--- src/sv/prt_pkg.sv ---
package prt_pkg;

	localparam int FLOWS     = 16;
	localparam int FLOW_BITS = $clog2(FLOWS);
	localparam int WIN_BITS  = 5;
	localparam int WINDOW    = 1 << WIN_BITS;
	localparam int SEQ_BITS  = 16;
	localparam int LEN_BITS  = 8;
	localparam int PARK_BITS = 13;
	localparam int REL_BITS  = WIN_BITS + 1;
	localparam int CNT_BITS  = 32;
	localparam int QDEPTH    = 2;
	localparam int QPTR_BITS = $clog2(QDEPTH);
	localparam int QCNT_BITS = $clog2(QDEPTH + 1);

	typedef enum logic [1:0] {
		ST_IN_ORDER = 2'd0,
		ST_PARKED   = 2'd1,
		ST_STALE    = 2'd2,
		ST_BEYOND   = 2'd3
	} status_t;

	typedef enum logic [1:0] {
		BK_IDLE,
		BK_DRAIN,
		BK_DONE
	} back_state_t;

	typedef struct packed {
		logic [3:0]  flow;
		logic [15:0] packet_seq;
		logic [7:0]  flit_length;
	} in_item_t;

	typedef struct packed {
		status_t     status;
		logic [5:0]  released;
		logic [12:0] flow_parked_flits;
		logic [31:0] flow_received;
		logic [31:0] flow_out_of_order;
		logic [15:0] next_expected;
	} out_item_t;

	typedef struct packed {
		logic                 valid;
		logic [FLOW_BITS-1:0] flow;
		logic [SEQ_BITS-1:0]  seq;
		logic [LEN_BITS-1:0]  len;
	} work_t;

	typedef struct packed {
		logic      push;
		out_item_t result;
	} result_push_t;

	function automatic logic [CNT_BITS-1:0] sat_inc(input logic [CNT_BITS-1:0] v);
		sat_inc = (v == {CNT_BITS{1'b1}}) ? v : v + CNT_BITS'(1);
	endfunction

endpackage

--- src/sv/prt_out.sv ---
module prt_out
	import prt_pkg::*;
(
	input  logic         clk,
	input  logic         arst_n,
	input  result_push_t res,
	output logic         out_full,
	output logic         empty,
	input  logic         pop,
	output out_item_t    result
);

	out_item_t            buf_q [QDEPTH];
	logic [QPTR_BITS-1:0] wr_q;
	logic [QPTR_BITS-1:0] rd_q;
	logic [QCNT_BITS-1:0] cnt_q;
	logic                 wr_en;
	logic                 rd_en;

	assign out_full = (cnt_q == QCNT_BITS'(QDEPTH));
	assign empty    = (cnt_q == '0);
	assign wr_en    = res.push && !out_full;
	assign rd_en    = pop && !empty;
	assign result   = buf_q[rd_q];

	always_ff @(posedge clk) begin
		if (wr_en) begin
			buf_q[wr_q] <= res.result;
		end
	end

	always_ff @(posedge clk or negedge arst_n) begin
		if (!arst_n) begin
			wr_q  <= '0;
			rd_q  <= '0;
			cnt_q <= '0;
		end else begin
			if (wr_en) begin
				wr_q <= (wr_q == QPTR_BITS'(QDEPTH - 1)) ? '0 : wr_q + QPTR_BITS'(1);
			end
			if (rd_en) begin
				rd_q <= (rd_q == QPTR_BITS'(QDEPTH - 1)) ? '0 : rd_q + QPTR_BITS'(1);
			end
			cnt_q <= cnt_q + QCNT_BITS'(wr_en) - QCNT_BITS'(rd_en);
		end
	end

endmodule

--- config.mk ---
export PLATFORM = sky130hd
export DESIGN_NAME = prt_out
export DESIGN_NICKNAME = d
export VERILOG_FILES = /design/src/sv/prt_pkg.sv /design/src/sv/prt_out.sv
export SDC_FILE = /design/constraint.sdc
export NUM_CORES = 1
export LEC_CHECK = 0
export BUFFER_PORTS_ARGS = -buffer_cell sky130_fd_sc_hd__buf_2
export CAP_MARGIN = 10
export CORE_UTILIZATION = 56
export DETAILED_ROUTE_END_ITERATION = 10
export PLACE_DENSITY = 0.9
export SLEW_MARGIN = 20
export SYNTH_ARGS = -nofsm -noshare
export SYNTH_HDL_FRONTEND = slang
export SYNTH_SLANG_ARGS = --single-unit
--- constraint.sdc ---
create_clock -name clk -period 10.1 [get_ports clk]
set_input_delay 1.01 -clock clk [delete_from_list [all_inputs] [get_ports clk]]
set_output_delay 1.01 -clock clk [all_outputs]
set_load 0.02 [all_outputs]
==> summary.md <==
| Metric | Value |
|---|---|
| Worst Hold Class | primary input to asynchronous set/reset pin |
| Worst Path Buf+Inv | 2 |
| Post-Synthesis Cell Area | 7810 um^2 |
| Die area | 14400 um^2 |
| First-pass GRT wire length | 20300 um |
| Area share of the leading cell type in the synthesized netlist | 0.777 |
| DRT antenna net count | 0 |
| Core area | 13400 um^2 |
| Period utilization | 0.387 |
| Critical path's top delay family | buffers and inverters |
| Post-cts resize count | 0 |
| Tmin final | 3.90 ns |
| Inst Count DP | 707 |
| Status | complete, no violations |
| Final WL | 13300 um |
| Clk root buf | clkbuf_16 |
| PortBufs | 207 |
| Per-cell routed wire length | 18.0 um |
| Slew @ Worst Pin | 0.986 ns |
| # Post-CTS Setup Buffers | 0 |
| Via density | 5.14 |
| Synth Register Bits | 206 |
| Largest net degree at the start of global routing | 70 |
| Cell Count, Final, Fillers Out | 740 |
| Sw frac | 0.314 |
| Worst slew margin | 0.343 |
| Power Dens Cells | 307 nW/um^2 |
| Worst-path clk slew | 0.06 ns |
| Ordered cell list for the critical path | buf_4, mux2_2, buf_2 |
| Pwr Total | 2.94 mW |
| Reg2Reg Launch Point | cnt_q[0] |
| Switch Pwr | 923 uW |
| Skew-Pair Late Insertion Delay | 0.48 ns |
| Critical path launch point type | flip-flop |
| Synth area leaders | edfxtp_1 78%, mux2_4 15%, mux2_2 3.0% |
| Critical path arrival | 2.89 ns |
| Hold-fix buffers, CTS | 0 |
| Clk sink count | 206 |
| Clock share of power | 0.232 |
| Slowest Stage Delay on Critical Path | 0.93 ns |
| Crit-path max FO | 55 |
| Antenna cells | 0 |
| Commonest non-fill, non-tap cell in the layout | buf_2 |
| Post-synthesis cell count | 332 |
| Detailed-router iteration count before antenna repair | 4 |
| H-Tree Depth | 1 |
| Post-placement cell area | 9000 um^2 |
| Post-synthesis area per instance | 23.5 um^2 |
| Total CTS buffers | 20 |
| Nets@finish | 660 |
| Leading area contributor after synthesis | edfxtp_1 |
| Peak VDD IR | 0.191 mV |
| All-Layer GR Usage | 0.185 |
| Detailed-placement wirelength estimate | 8740 um |
| Pint | 2.02 mW |
| Vias | 3803 |
| Layout cell share with drive strength beyond 1 | 0.599 |
| Register area | 6170 um^2 |
| Slowest cell on crit path | dfrtp_4 |
| Worst setup path category | flip-flop to primary output |
| Combinational power share | 0.338 |
| Max-cap violation count | 0 |
| Global route overflow | 0 |
| CP Capture Type | primary output |
| Fin Setup TNS | 0 ns |
| CTS tree | built |
| Syn. warnings | 0 |
| Most frequent cells in the layout | 207 x buf_2, 202 x edfxtp_1, 80 x mux2_4, 21 x mux2_2, 21 x clkbuf_16 |
| Area of the multi-input gates | 1540 um^2 |
| DRT iter0 DRCs | 164 |
| Count of cell types in the netlist | 16 |
| Fin. Hold Viols | 0 |
| I/O pin count | 208 |
| Final Instance Area | 9600 um^2 |
| Final-report max-slew violation count | 0 |
| Area growth syn-to-layout | 22.9% |
| Die Height | 120 um |
| Die width | 120 um |
| DRC Markers | 0 |
| Starting Density | 0.583 |
| Clock Skew | 0.0143 ns |
| Worst setup path start | rd_q |
| Fillers | 819 |
| Final setup viols | 0 |
| Synthesized net count | 439 |
| Seq pwr share | 0.431 |
| Initial antenna violation count | 1 |
| Max Clock Freq | 0.256 GHz |
| Required @ worst endpoint | 9.09 ns |
| Num rows | 42 |
| Maximum clock path buffer count | 3 |
| Seq/Total Area, Yosys | 0.790 |
| RSZ-0062 raised after global routing | no |
| Hold Slack | 0.325 ns |
| Vias in the first global route | 4116 |
| Leak pwr | 3.84 nW |
| Gpl congestion | 0.688 |
-- layer usage --
metal / part of all wire / global-route usage
met4: 0.024 / 0.0633
met3: 0.076 / 0.0570
met5: 0.00098 / 0
met2: 0.52 / 0.333
met1: 0.38 / 0.208
-- area by class of cell --
| type | count | area share |
|---|---|---|
| clock buffers | 26 | 0.0567 |
| clock inverters | 7 | 0.00574 |
| flip-flops and latches | 206 | 0.643 |
| multi-input cells | 113 | 0.161 |
| well taps | 176 | 0.0229 |
| repair buffers | 210 | 0.110 |
| inverters | 2 | 0.000782 |
-- final timing paths --
path,slack (ns),to,cells after the start
setup / recovery,6.20,result[94],3
hold / removal,0.33,wr_q,1
setup reg to reg,7.37,buf_q[0][85],4
hold reg to reg,0.50,cnt_q[1],1
max in group asynchronous,9.64,rd_q,1
min in group clk,0.50,cnt_q[1],1
-- power by group through the flow --
stage,Sequential (mW),Combinational (mW),Clock (mW)
after CTS,1.27,1.01,0.698
after global routing,1.29,1.05,0.725
final,1.27,0.993,0.681
after floorplan,1.25,0.791,0
after detailed placement,1.29,1.00,0
after global placement,1.27,0.984,0
-- synthesized netlist by cell type --
master,n
buf_6,8
buf_4,1
dfrtp_1,4
xor2_1,1
nor2b_1,1
buf_2,2
nand2b_1,1
edfxtp_1,202
inv_1,2
ha_1,2
mux2_2,21
xnor2_1,3
nor2_1,2
nand2_1,1
mux2_4,80
and3_1,1
-- state kept, by name, summed over array words and instances, names as in the netlist --
signal  count
buf_q     202
cnt_q       2
rd_q        1
wr_q        1
-- worst register-to-register path, delay by kind of cell, from the launching register on --
family	cells	cell delay (ns)
flops	1	0.37
simple gates	3	1.07
buf+inv	1	0.87
-- stage by stage --
stage	setup WS, ns	util
CTS	6.14	0.716
global placement	6.69	0.671
floorplan	4.23	-
global route	6.04	0.716
finish	6.20	0.716
detailed placement	6.66	0.671
-- cell families (layout without fill, tap and decap cells) --
logic type / after synthesis / in the layout / share of synthesized area
muxes: 101 / 101 / 0.184
and+or+nand+nor: 6 / 6 / 0.00385
buffers and inverters: 13 / 245 / 0.0147
xor gates and xnor gates: 4 / 4 / 0.00449
DFF: 206 / 206 / 0.790
adders and majority gates: 2 / 2 / 0.00320
Note: power is estimated with default switching activity, not from simulation.
