--- config.mk ---
export PLATFORM = sky130hd
export DESIGN_NAME = prt_front
export DESIGN_NICKNAME = d
export VERILOG_FILES = /design/src/sv/prt_pkg.sv /design/src/sv/prt_front.sv
export SDC_FILE = /design/constraint.sdc
export NUM_CORES = 1
export LEC_CHECK = 0
export BUFFER_PORTS_ARGS = -buffer_cell sky130_fd_sc_hd__buf_2
export CORE_UTILIZATION = 45
export CTS_CLUSTER_DIAMETER = 100
export CTS_CLUSTER_SIZE = 30
export DETAILED_ROUTE_END_ITERATION = 6
export PLACE_DENSITY = 0.79
export SYNTH_ARGS = -nofsm -noshare
export SYNTH_HDL_FRONTEND = slang
export SYNTH_SLANG_ARGS = --single-unit
export TNS_END_PERCENT = 20
--- constraint.sdc ---
create_clock -name clk -period 3.8 [get_ports clk]
set_clock_uncertainty 0.15 [all_clocks]
set_input_delay 0.95 -clock clk [delete_from_list [all_inputs] [get_ports clk]]
set_output_delay 0.95 -clock clk [all_outputs]
set_load 0.01 [all_outputs]
--- src/sv/prt_pkg.sv ---
package prt_pkg;

	localparam int FLOWS     = 16;
	localparam int FLOW_BITS = $clog2(FLOWS);
	localparam int WIN_BITS  = 5;
	localparam int WINDOW    = 1 << WIN_BITS;
	localparam int SEQ_BITS  = 16;
	localparam int LEN_BITS  = 8;
	localparam int PARK_BITS = 13;
	localparam int REL_BITS  = WIN_BITS + 1;
	localparam int CNT_BITS  = 32;
	localparam int QDEPTH    = 2;
	localparam int QPTR_BITS = $clog2(QDEPTH);
	localparam int QCNT_BITS = $clog2(QDEPTH + 1);

	typedef enum logic [1:0] {
		ST_IN_ORDER = 2'd0,
		ST_PARKED   = 2'd1,
		ST_STALE    = 2'd2,
		ST_BEYOND   = 2'd3
	} status_t;

	typedef enum logic [1:0] {
		BK_IDLE,
		BK_DRAIN,
		BK_DONE
	} back_state_t;

	typedef struct packed {
		logic [3:0]  flow;
		logic [15:0] packet_seq;
		logic [7:0]  flit_length;
	} in_item_t;

	typedef struct packed {
		status_t     status;
		logic [5:0]  released;
		logic [12:0] flow_parked_flits;
		logic [31:0] flow_received;
		logic [31:0] flow_out_of_order;
		logic [15:0] next_expected;
	} out_item_t;

	typedef struct packed {
		logic                 valid;
		logic [FLOW_BITS-1:0] flow;
		logic [SEQ_BITS-1:0]  seq;
		logic [LEN_BITS-1:0]  len;
	} work_t;

	typedef struct packed {
		logic      push;
		out_item_t result;
	} result_push_t;

	function automatic logic [CNT_BITS-1:0] sat_inc(input logic [CNT_BITS-1:0] v);
		sat_inc = (v == {CNT_BITS{1'b1}}) ? v : v + CNT_BITS'(1);
	endfunction

endpackage

--- src/sv/prt_front.sv ---
module prt_front
	import prt_pkg::*;
(
	input  logic     clk,
	input  logic     arst_n,
	input  logic     push,
	output logic     full,
	input  in_item_t item,
	input  logic     take,
	output work_t    work
);

	in_item_t               buf_q [QDEPTH];
	logic [QPTR_BITS-1:0]   wr_q;
	logic [QPTR_BITS-1:0]   rd_q;
	logic [QCNT_BITS-1:0]   cnt_q;
	logic                   wr_en;
	logic                   rd_en;
	in_item_t               head;

	assign full  = (cnt_q == QCNT_BITS'(QDEPTH));
	assign wr_en = push && !full;
	assign rd_en = take && (cnt_q != '0);
	assign head  = buf_q[rd_q];

	// Decode the head transaction: flow folded onto the flow table, fields trimmed.
	always_comb begin
		work.valid = (cnt_q != '0);
		work.flow  = head.flow[FLOW_BITS-1:0];
		work.seq   = head.packet_seq[SEQ_BITS-1:0];
		work.len   = head.flit_length[LEN_BITS-1:0];
	end

	always_ff @(posedge clk) begin
		if (wr_en) begin
			buf_q[wr_q] <= item;
		end
	end

	always_ff @(posedge clk or negedge arst_n) begin
		if (!arst_n) begin
			wr_q  <= '0;
			rd_q  <= '0;
			cnt_q <= '0;
		end else begin
			if (wr_en) begin
				wr_q <= (wr_q == QPTR_BITS'(QDEPTH - 1)) ? '0 : wr_q + QPTR_BITS'(1);
			end
			if (rd_en) begin
				rd_q <= (rd_q == QPTR_BITS'(QDEPTH - 1)) ? '0 : rd_q + QPTR_BITS'(1);
			end
			cnt_q <= cnt_q + QCNT_BITS'(wr_en) - QCNT_BITS'(rd_en);
		end
	end

endmodule

==> out/qor.txt, run 1 <==
first-pass detailed-route iteration total: 4
Critical Path RT: 2700 ps
Final period util: 82.52%
Mapped Area: 2271 um2
global-route wire length before repair: 5616 um
syn nets: 139
worst path bufs/invs: 2
final setup fails: 0
Synth top area share: 74.05%
met2 Usage GRT: 24.28%
most common cell in the synthesized netlist: edfxtp_1
vias in the first global route: 1,196
crit path max fanout: 18
power per cell area: 762.1 nW/um2
post-DP HPWL: 2512 um
outcome: finished, final reports clean
Primary FF master, synth: edfxtp_1
met3 global-route usage: 7.182%
Slew Limit Fails: 0
CTS tree: done
cell row count: 25
Post-synth ARST share: 6.667%
CTS Hold Bufs: 0
total track usage: 15.31%
Max VDD drop: 0.3361 mV
routability-driven placement congestion ratio: 0.6838
post-route ant nets: 0
Die Width: 73.04 um
vias per cell: 4.725
setup TNS: 0 ps
core area: 4786 um2
n_diodes: 0
P_leak: 1.120 nW
via count: 1,167
most used routing layer: met2
fill cell count: 394
Post-CTS Setup Inserts: 0
crit path max-delay cell type: dfrtp_1
antenna violations before repair: 0
H-tree Lvls: 3
Seq/Total Area, Yosys: 78.46%
CP max stage delay: 840 ps
PostCTS Resize Cnt: 0
clock-pin slew on the worst setup and hold paths: 60 ps
yosys warns: 0
slew at the pin closest to its max-slew limit: 764.0 ps
number of flops mapped to enable cells by yosys: 56
WHS: 263.7 ps
die area: 5335 um2
root buffer cell: clkbuf_8
cell count after placement: 233
Synth cell types: 17
Setup CP Type: flop to primary output
Starting Density: 47.45%
main area contributors after synthesis: edfxtp_1, mux2_2, mux2_4
Yosys top cell by area: edfxtp_1
fin crit period: 3136 ps
Die Y-Extent: 73.04 um
drt drc: 0
#FFs+latches synth: 60
syn_area_per_cell: 21.63 um2
share of layout cells above drive strength 1: 58.33%
clk sinks: 60
CP cell instances: buf_4, mux2_2, buf_2
top post-synthesis cells by count: edfxtp_1, mux2_2, mux2_4, dfrtp_1, xnor2_1
port bufs: 61
P&R area growth vs syn: 24.24%
worst skew pair latency: 330 ps
cells after synthesis: 105
met1 GRT Util: 17.01%
final net count: 211
max cap viols: 0
class of the worst hold path: input pin to asynchronous set/reset pin
max_slew headroom: 49.07%
Max Clk Rate: 0.3189 GHz
Worst Setup End Kind: primary output
crit path DAT: 2040 ps
Pwr Total: 0.002150 W
CTS max path bufs: 2
unrepaired setup endpoints after global routing: no
largest net degree at the start of global routing: 22
crit path launch type: flop
DR iter-0 viols: 57
Final Non-Filler Cells: 247
Overflow after GRT: 0
DRT Wirelength: 3674 um
CP top delay family: flip-flops
post-DR wirelength/cell: 14.87 um
CTS Buf Count: 9
io pins: 62
Fin. Hold Viols: 0
==> final timing paths <==
kind,depth (start not counted),end,slack (ps),startpoint
max reg2reg,4,buf_q[0][12],1910,cnt_q[1]
max in group asynchronous,1,cnt_q[1],3110,arst_n
max,3,work[24],660,rd_q
min reg2reg,1,cnt_q[1],380,cnt_q[1]
min in group clk,1,cnt_q[1],380,cnt_q[1]
min,1,cnt_q[0],260,arst_n
==> kinds of logic (layout without fill, tap and decap cells) <==
family	Yosys count	after routing	share of synthesized area (%)
flops	60	60	78.46
mux	28	28	15.54
simple gates	6	6	1.543
buf+inv	5	80	1.818
xor+xnor	4	4	1.543
fa+ha+maj	2	2	1.102
==> final cells by class <==
class / instances / area [um2] / area share, %
multi-input combinational: 40 / 450.4 / 15.96
sequential: 60 / 1782 / 63.15
tap: 67 / 83.83 / 2.971
clock inverter: 4 / 42.54 / 1.508
clock buffer: 10 / 127.6 / 4.523
inverter: 2 / 7.507 / 0.2661
timing repair buffer: 64 / 327.8 / 11.62
==> worst reg2reg max path, cell delays in order (launching register included) <==
cell	delay, ps
dfrtp_1	410
nand2b_1	130
nand2_1	130
nor2_2	360
buf_4	390
==> cells in the final DEF, fill, tap and decap left out, drive strengths merged <==
master,synthesis,layout
and2,1,1
and3,1,1
buf,3,64
bufinv,0,1
clkbuf,0,10
clkinv,0,3
dfrtp,4,4
edfxtp,56,56
ha,2,2
inv,2,2
mux2,28,28
nand2,1,1
nand2b,1,1
nor2,1,1
or2,1,1
xnor2,3,3
xor2,1,1
==> state kept, by name, summed over array words and instances, names as in the netlist <==
name,count
wr_q,1
rd_q,1
buf_q,56
cnt_q,2
==> through the flow <==
step / area [um2] / setup slack (ps) / utilization [%]
3_3_place_gp: 2651 / 1053 / 55.40
3_5_place_dp: 2651 / 1015 / 55.40
6_report: 2821 / 664.1 / 58.95
5_1_grt: 2821 / 553.7 / 58.95
2_1_floorplan: 2271 / 1003 / -
4_1_cts: 2821 / 652.5 / 58.95
==> routing by layer <==
layer,up-vias,routed length (um)
li1,550,-
met1,556,1582
met2,56,1735
met3,5,314
met4,0,41
met5,-,0
==> power by group <==
part | switching (W) | internal (W) | leakage [nW]
Clock | 0.000224 | 0.000290 | 0.0871
Sequential | 0.0000800 | 0.000908 | 0.567
Combinational | 0.000315 | 0.000334 | 0.466
Total | 0.000619 | 0.00153 | 1.12
(Power assumes the default switching activity.)
==> inputs of run 2 (changes only) <==
PLACE_DENSITY = 0.82   (was 0.79)
clock period = 2.6 ns   (was 3.8 ns; I/O delays follow)
==> out/qor.txt, run 2 (same netlist as run 1, synthesis figures left out) <==
unrepaired setup endpoints after global routing: no
setup TNS: 0 ps
max cap viols: 0
Max Clk Rate: 0.4310 GHz
H-tree Lvls: 3
die area: 5335 um2
core area: 4786 um2
crit path max fanout: 21
DRT Wirelength: 3751 um
CTS tree: done
post-DP HPWL: 2559 um
Worst Setup End Kind: primary output
routability-driven placement congestion ratio: 0.6370
fin crit period: 2320 ps
n_diodes: 0
crit path max-delay cell type: mux2_2
antenna violations before repair: 0
Die Width: 73.04 um
commonest cells after routing, fill and taps aside: buf_2, edfxtp_1, mux2_2
worst skew pair latency: 330 ps
WL met1: 1589 um
max_slew headroom: 70.84%
vias in the first global route: 1,212
clock-pin slew on the worst setup and hold paths: 70 ps
vias per cell: 4.591
via count: 1,157
commonest non-fill, non-tap cell in the layout: buf_2
P&R area growth vs syn: 28.54%
Overflow after GRT: 0
Setup CP Type: flop to primary output
post-DR wirelength/cell: 14.88 um
crit path DAT: 1520 ps
CTS Buf Count: 9
Regs by FF count: buf_q: 56 flops, cnt_q: 2 flops
CP cell instances: buf_4, mux2_2, buf_2
Die Y-Extent: 73.04 um
post-route ant nets: 0
slew at the pin closest to its max-slew limit: 437.4 ps
first-pass detailed-route iteration total: 2
P_leak: 1.166 nW
drt drc: 0
clk sinks: 60
outcome: finished, final reports clean
largest net degree at the start of global routing: 22
met3 wire len: 236 um
final setup fails: 0
Pwr Total: 0.003397 W
Starting Density: 47.45%
power per cell area: 1164 nW/um2
fin area: 2919 um2
area post-placement: 2679 um2
Most flops, register: buf_q
class of the worst hold path: input pin to flop
Critical Path RT: 1800 ps
crit path launch type: flop
Slew Limit Fails: 0
total track usage: 15.42%
io pins: 62
uppermost layer routed: met4
root buffer cell: clkbuf_8
Final period util: 89.24%
max FFs per register: 56
port bufs: 61
CTS max path bufs: 2
WL met2: 1871 um
global-route wire length before repair: 5595 um
cell row count: 25
WHS: 354.8 ps
share of layout cells above drive strength 1: 58.92%
CP max stage delay: 390 ps
DR iter-0 viols: 64
final net count: 214
Fin. Hold Viols: 0
Max VDD drop: 0.7609 mV
-- run 2: what timing repair did --
action,4_1_cts,5_1_grt
buffers inserted,0,0
hold buffers,1,0
resized for setup,0,0
hold endpoints to repair,4,0
-- run 2: area by class of cell --
class,instances,area [um2]
tap,67,83.83
inverter,2,7.507
clock buffer,10,127.6
timing repair buffer,67,365.4
multi-input combinational,40,450.4
clock inverter,6,102.6
sequential,60,1782
fill,370,1867
-- run 2: per-stage QoR --
| step | cells | util [%] | setup slack [ps] |
|---|---|---|---|
| after global placement | 235 | 55.97 | 642.1 |
| after floorplan | 105 | - | 103.4 |
| after CTS | 252 | 60.99 | 239.4 |
| final | 252 | 60.99 | 279.7 |
| after global routing | 252 | 60.99 | 195.5 |
| after detailed placement | 235 | 55.97 | 614.2 |
-- run 2: worst max-delay path: cells and delay by family (launching register included) --
kind	cells	cell delay, ps
buffers and inverters	2	450
flip-flops	1	340
multiplexers	1	390
-- run 2: routing by layer --
layer  GRT usage, %  vias to the layer above
li1               -                      554
met1          16.87                      550
met2          24.90                       48
met3          5.801                        5
met4          10.46                        0
met5              0                        -
-- run 2: final timing paths --
| path | startpoint | to | slack, ps | depth (start not counted) |
|---|---|---|---|---|
| setup / recovery | rd_q | work[16] | 280 | 3 |
| hold / removal | item[6] | buf_q[0][6] | 350 | 1 |
| setup reg to reg | cnt_q[1] | cnt_q[1] | 730 | 7 |
| hold reg to reg | cnt_q[1] | cnt_q[1] | 360 | 1 |
| max in group asynchronous | arst_n | cnt_q[0] | 1670 | 2 |
| min in group asynchronous | arst_n | wr_q | 510 | 2 |
-- run 2: power breakdown --
group / internal [W] / total (W) / leakage [nW] / switching, W
sequential: 0.00133 / 0.00139 / 0.567 / 0.0000643
combinational: 0.000519 / 0.00104 / 0.484 / 0.000518
clock: 0.000629 / 0.000969 / 0.115 / 0.000340
total: 0.00247 / 0.00340 / 1.17 / 0.000922
==> inputs of run 3 (changes only) <==
ABC_AREA = 1   (was default)
==> out/qor.txt, run 3 <==
PostCTS Resize Cnt: 0
slew at the pin closest to its max-slew limit: 502.6 ps
Overflow after GRT: 0
worst slack, placed: 683.6 ps
fill cell count: 393
DR iter-0 viols: 73
n_diodes: 0
CTS tree: done
Max VDD drop: 0.6309 mV
post-route ant nets: 0
Yosys top cell by area: edfxtp_1
syn_area_per_cell: 12.71 um2
Fin. Hold Viols: 0
Max Clk Rate: 0.4449 GHz
commonest cells after routing, fill and taps aside: nand2_1, buf_2, edfxtp_1
final net count: 284
outcome: finished, final reports clean
Regs by FF count: buf_q: 56 flops, cnt_q: 2 flops
Synth cell types: 11
P_leak: 1.285 nW
clk sinks: 60
vias in the first global route: 1,358
Die Width: 73.10 um
worst path bufs/invs: 2
CP max stage delay: 380 ps
vias per cell: 4.410
DRT Wirelength: 3773 um
CTS Buf Count: 9
CP dominant cell by count: nand2_1
area post-placement: 2666 um2
Seq/Total Area, Yosys: 78.33%
max cap viols: 0
yosys warns: 0
routability-driven placement congestion ratio: 0.6484
syn nets: 213
via count: 1,420
largest net degree at the start of global routing: 30
antenna violations before repair: 0
fin area: 2834 um2
total track usage: 15.78%
share of layout cells above drive strength 1: 31.37%
Synth top area share: 73.93%
io pins: 62
root buffer cell: clkbuf_8
port bufs: 61
Critical Path RT: 1800 ps
unrepaired setup endpoints after global routing: no
core area: 4786 um2
worst skew pair latency: 330 ps
CTS max path bufs: 2
die area: 5343 um2
max FFs per register: 56
Starting Density: 47.53%
Setup CP Type: flop to primary output
main area contributors after synthesis: edfxtp_1, nand2_1, dfrtp_1
clock-pin slew on the worst setup and hold paths: 60 ps
power per cell area: 1086 nW/um2
cell row count: 25
Die Y-Extent: 73.10 um
Primary FF master, synth: edfxtp_1
drt drc: 0
CP top delay family: buffers and inverters
crit path DAT: 1450 ps
Final Non-Filler Cells: 322
fin crit period: 2248 ps
final setup margin: 352.1 ps
number of flops mapped to enable cells by yosys: 56
setup TNS: 0 ps
Mapped Area: 2275 um2
max_slew headroom: 66.44%
H-tree Lvls: 3
class of the worst hold path: flop to flop
CTS Hold Bufs: 1
cell count after placement: 305
final setup fails: 0
Slew Limit Fails: 0
cells after synthesis: 179
Post-synth ARST share: 6.667%
P&R area growth vs syn: 24.59%
most common cell in the synthesized netlist: nand2_1
Most flops, register: buf_q
#FFs+latches synth: 60
Worst Setup End Kind: primary output
commonest non-fill, non-tap cell in the layout: nand2_1
top post-synthesis cells by count: nand2_1, edfxtp_1, inv_1, dfrtp_1, nand3_1
post-DP HPWL: 2498 um
Final period util: 86.46%
crit path max-delay cell type: dfrtp_1
crit path max fanout: 29
CP cell instances: inv_2, nand2_1, nand2_1, buf_2
final design utilization: 59.22%
crit path launch type: flop
global-route wire length before repair: 5885 um
first-pass detailed-route iteration total: 4
post-DR wirelength/cell: 11.72 um
Post-CTS Setup Inserts: 0
## run 3: per-stage QoR
stage | power (W) | hold slack (ps)
finish | 0.003078 | 331.0
global route | 0.003281 | 337.2
CTS | 0.003123 | 328.9
detailed placement | 0.002456 | 312.7
global placement | 0.002425 | 304.3
floorplan | 0.002062 | 204.4
## run 3: worst reg2reg max path, delay by kind of cell (launching register included)
| kind | cells | cell delay (ps) |
|---|---|---|
| buffers and inverters | 1 | 210 |
| AND/OR/NAND/NOR | 3 | 600 |
| flip-flops | 1 | 400 |
## run 3: worst paths after layout
kind | from | to | slack, ps | depth (start not counted)
min reg2reg | wr_q | wr_q | 330 | 2
max | rd_q | work[14] | 350 | 4
max in group asynchronous | arst_n | cnt_q[0] | 1680 | 2
min | wr_q | wr_q | 330 | 2
max reg2reg | cnt_q[1] | buf_q[1][9] | 950 | 4
min in group asynchronous | arst_n | wr_q | 500 | 2
## run 3: power breakdown
part | switching (W) | internal, W
clock | 0.000334 | 0.000329
combinational | 0.000672 | 0.000364
sequential | 0.0000578 | 0.00132
## run 3: layout make-up
cell class / count / area (um2) / area share, %
Timing Repair Buffer: 66 / 357.8 / 12.63
Clock inverter: 7 / 33.78 / 1.192
Clock buffer: 9 / 123.9 / 4.371
Inverter: 10 / 37.54 / 1.325
Sequential cell: 60 / 1782 / 62.87
Tap cell: 67 / 83.83 / 2.958
Multi-Input combinational cell: 103 / 415.4 / 14.66
## run 3: layer usage
layer / vias up / wire length [um] / global-route usage (%)
met3: 5 / 250 / 7.044
met1: 640 / 1575 / 16.98
met4: 0 / 37 / 8.061
met5: - / 0 / 0
li1: 730 / - / -
met2: 45 / 1909 / 26.23
## run 3: cell families after synthesis
| group | after synthesis | synth area share, % |
|---|---|---|
| adders and majority gates | 2 | 1.100 |
| buffers and inverters | 16 | 3.740 |
| DFF | 60 | 78.33 |
| and+or+nand+nor | 101 | 16.83 |
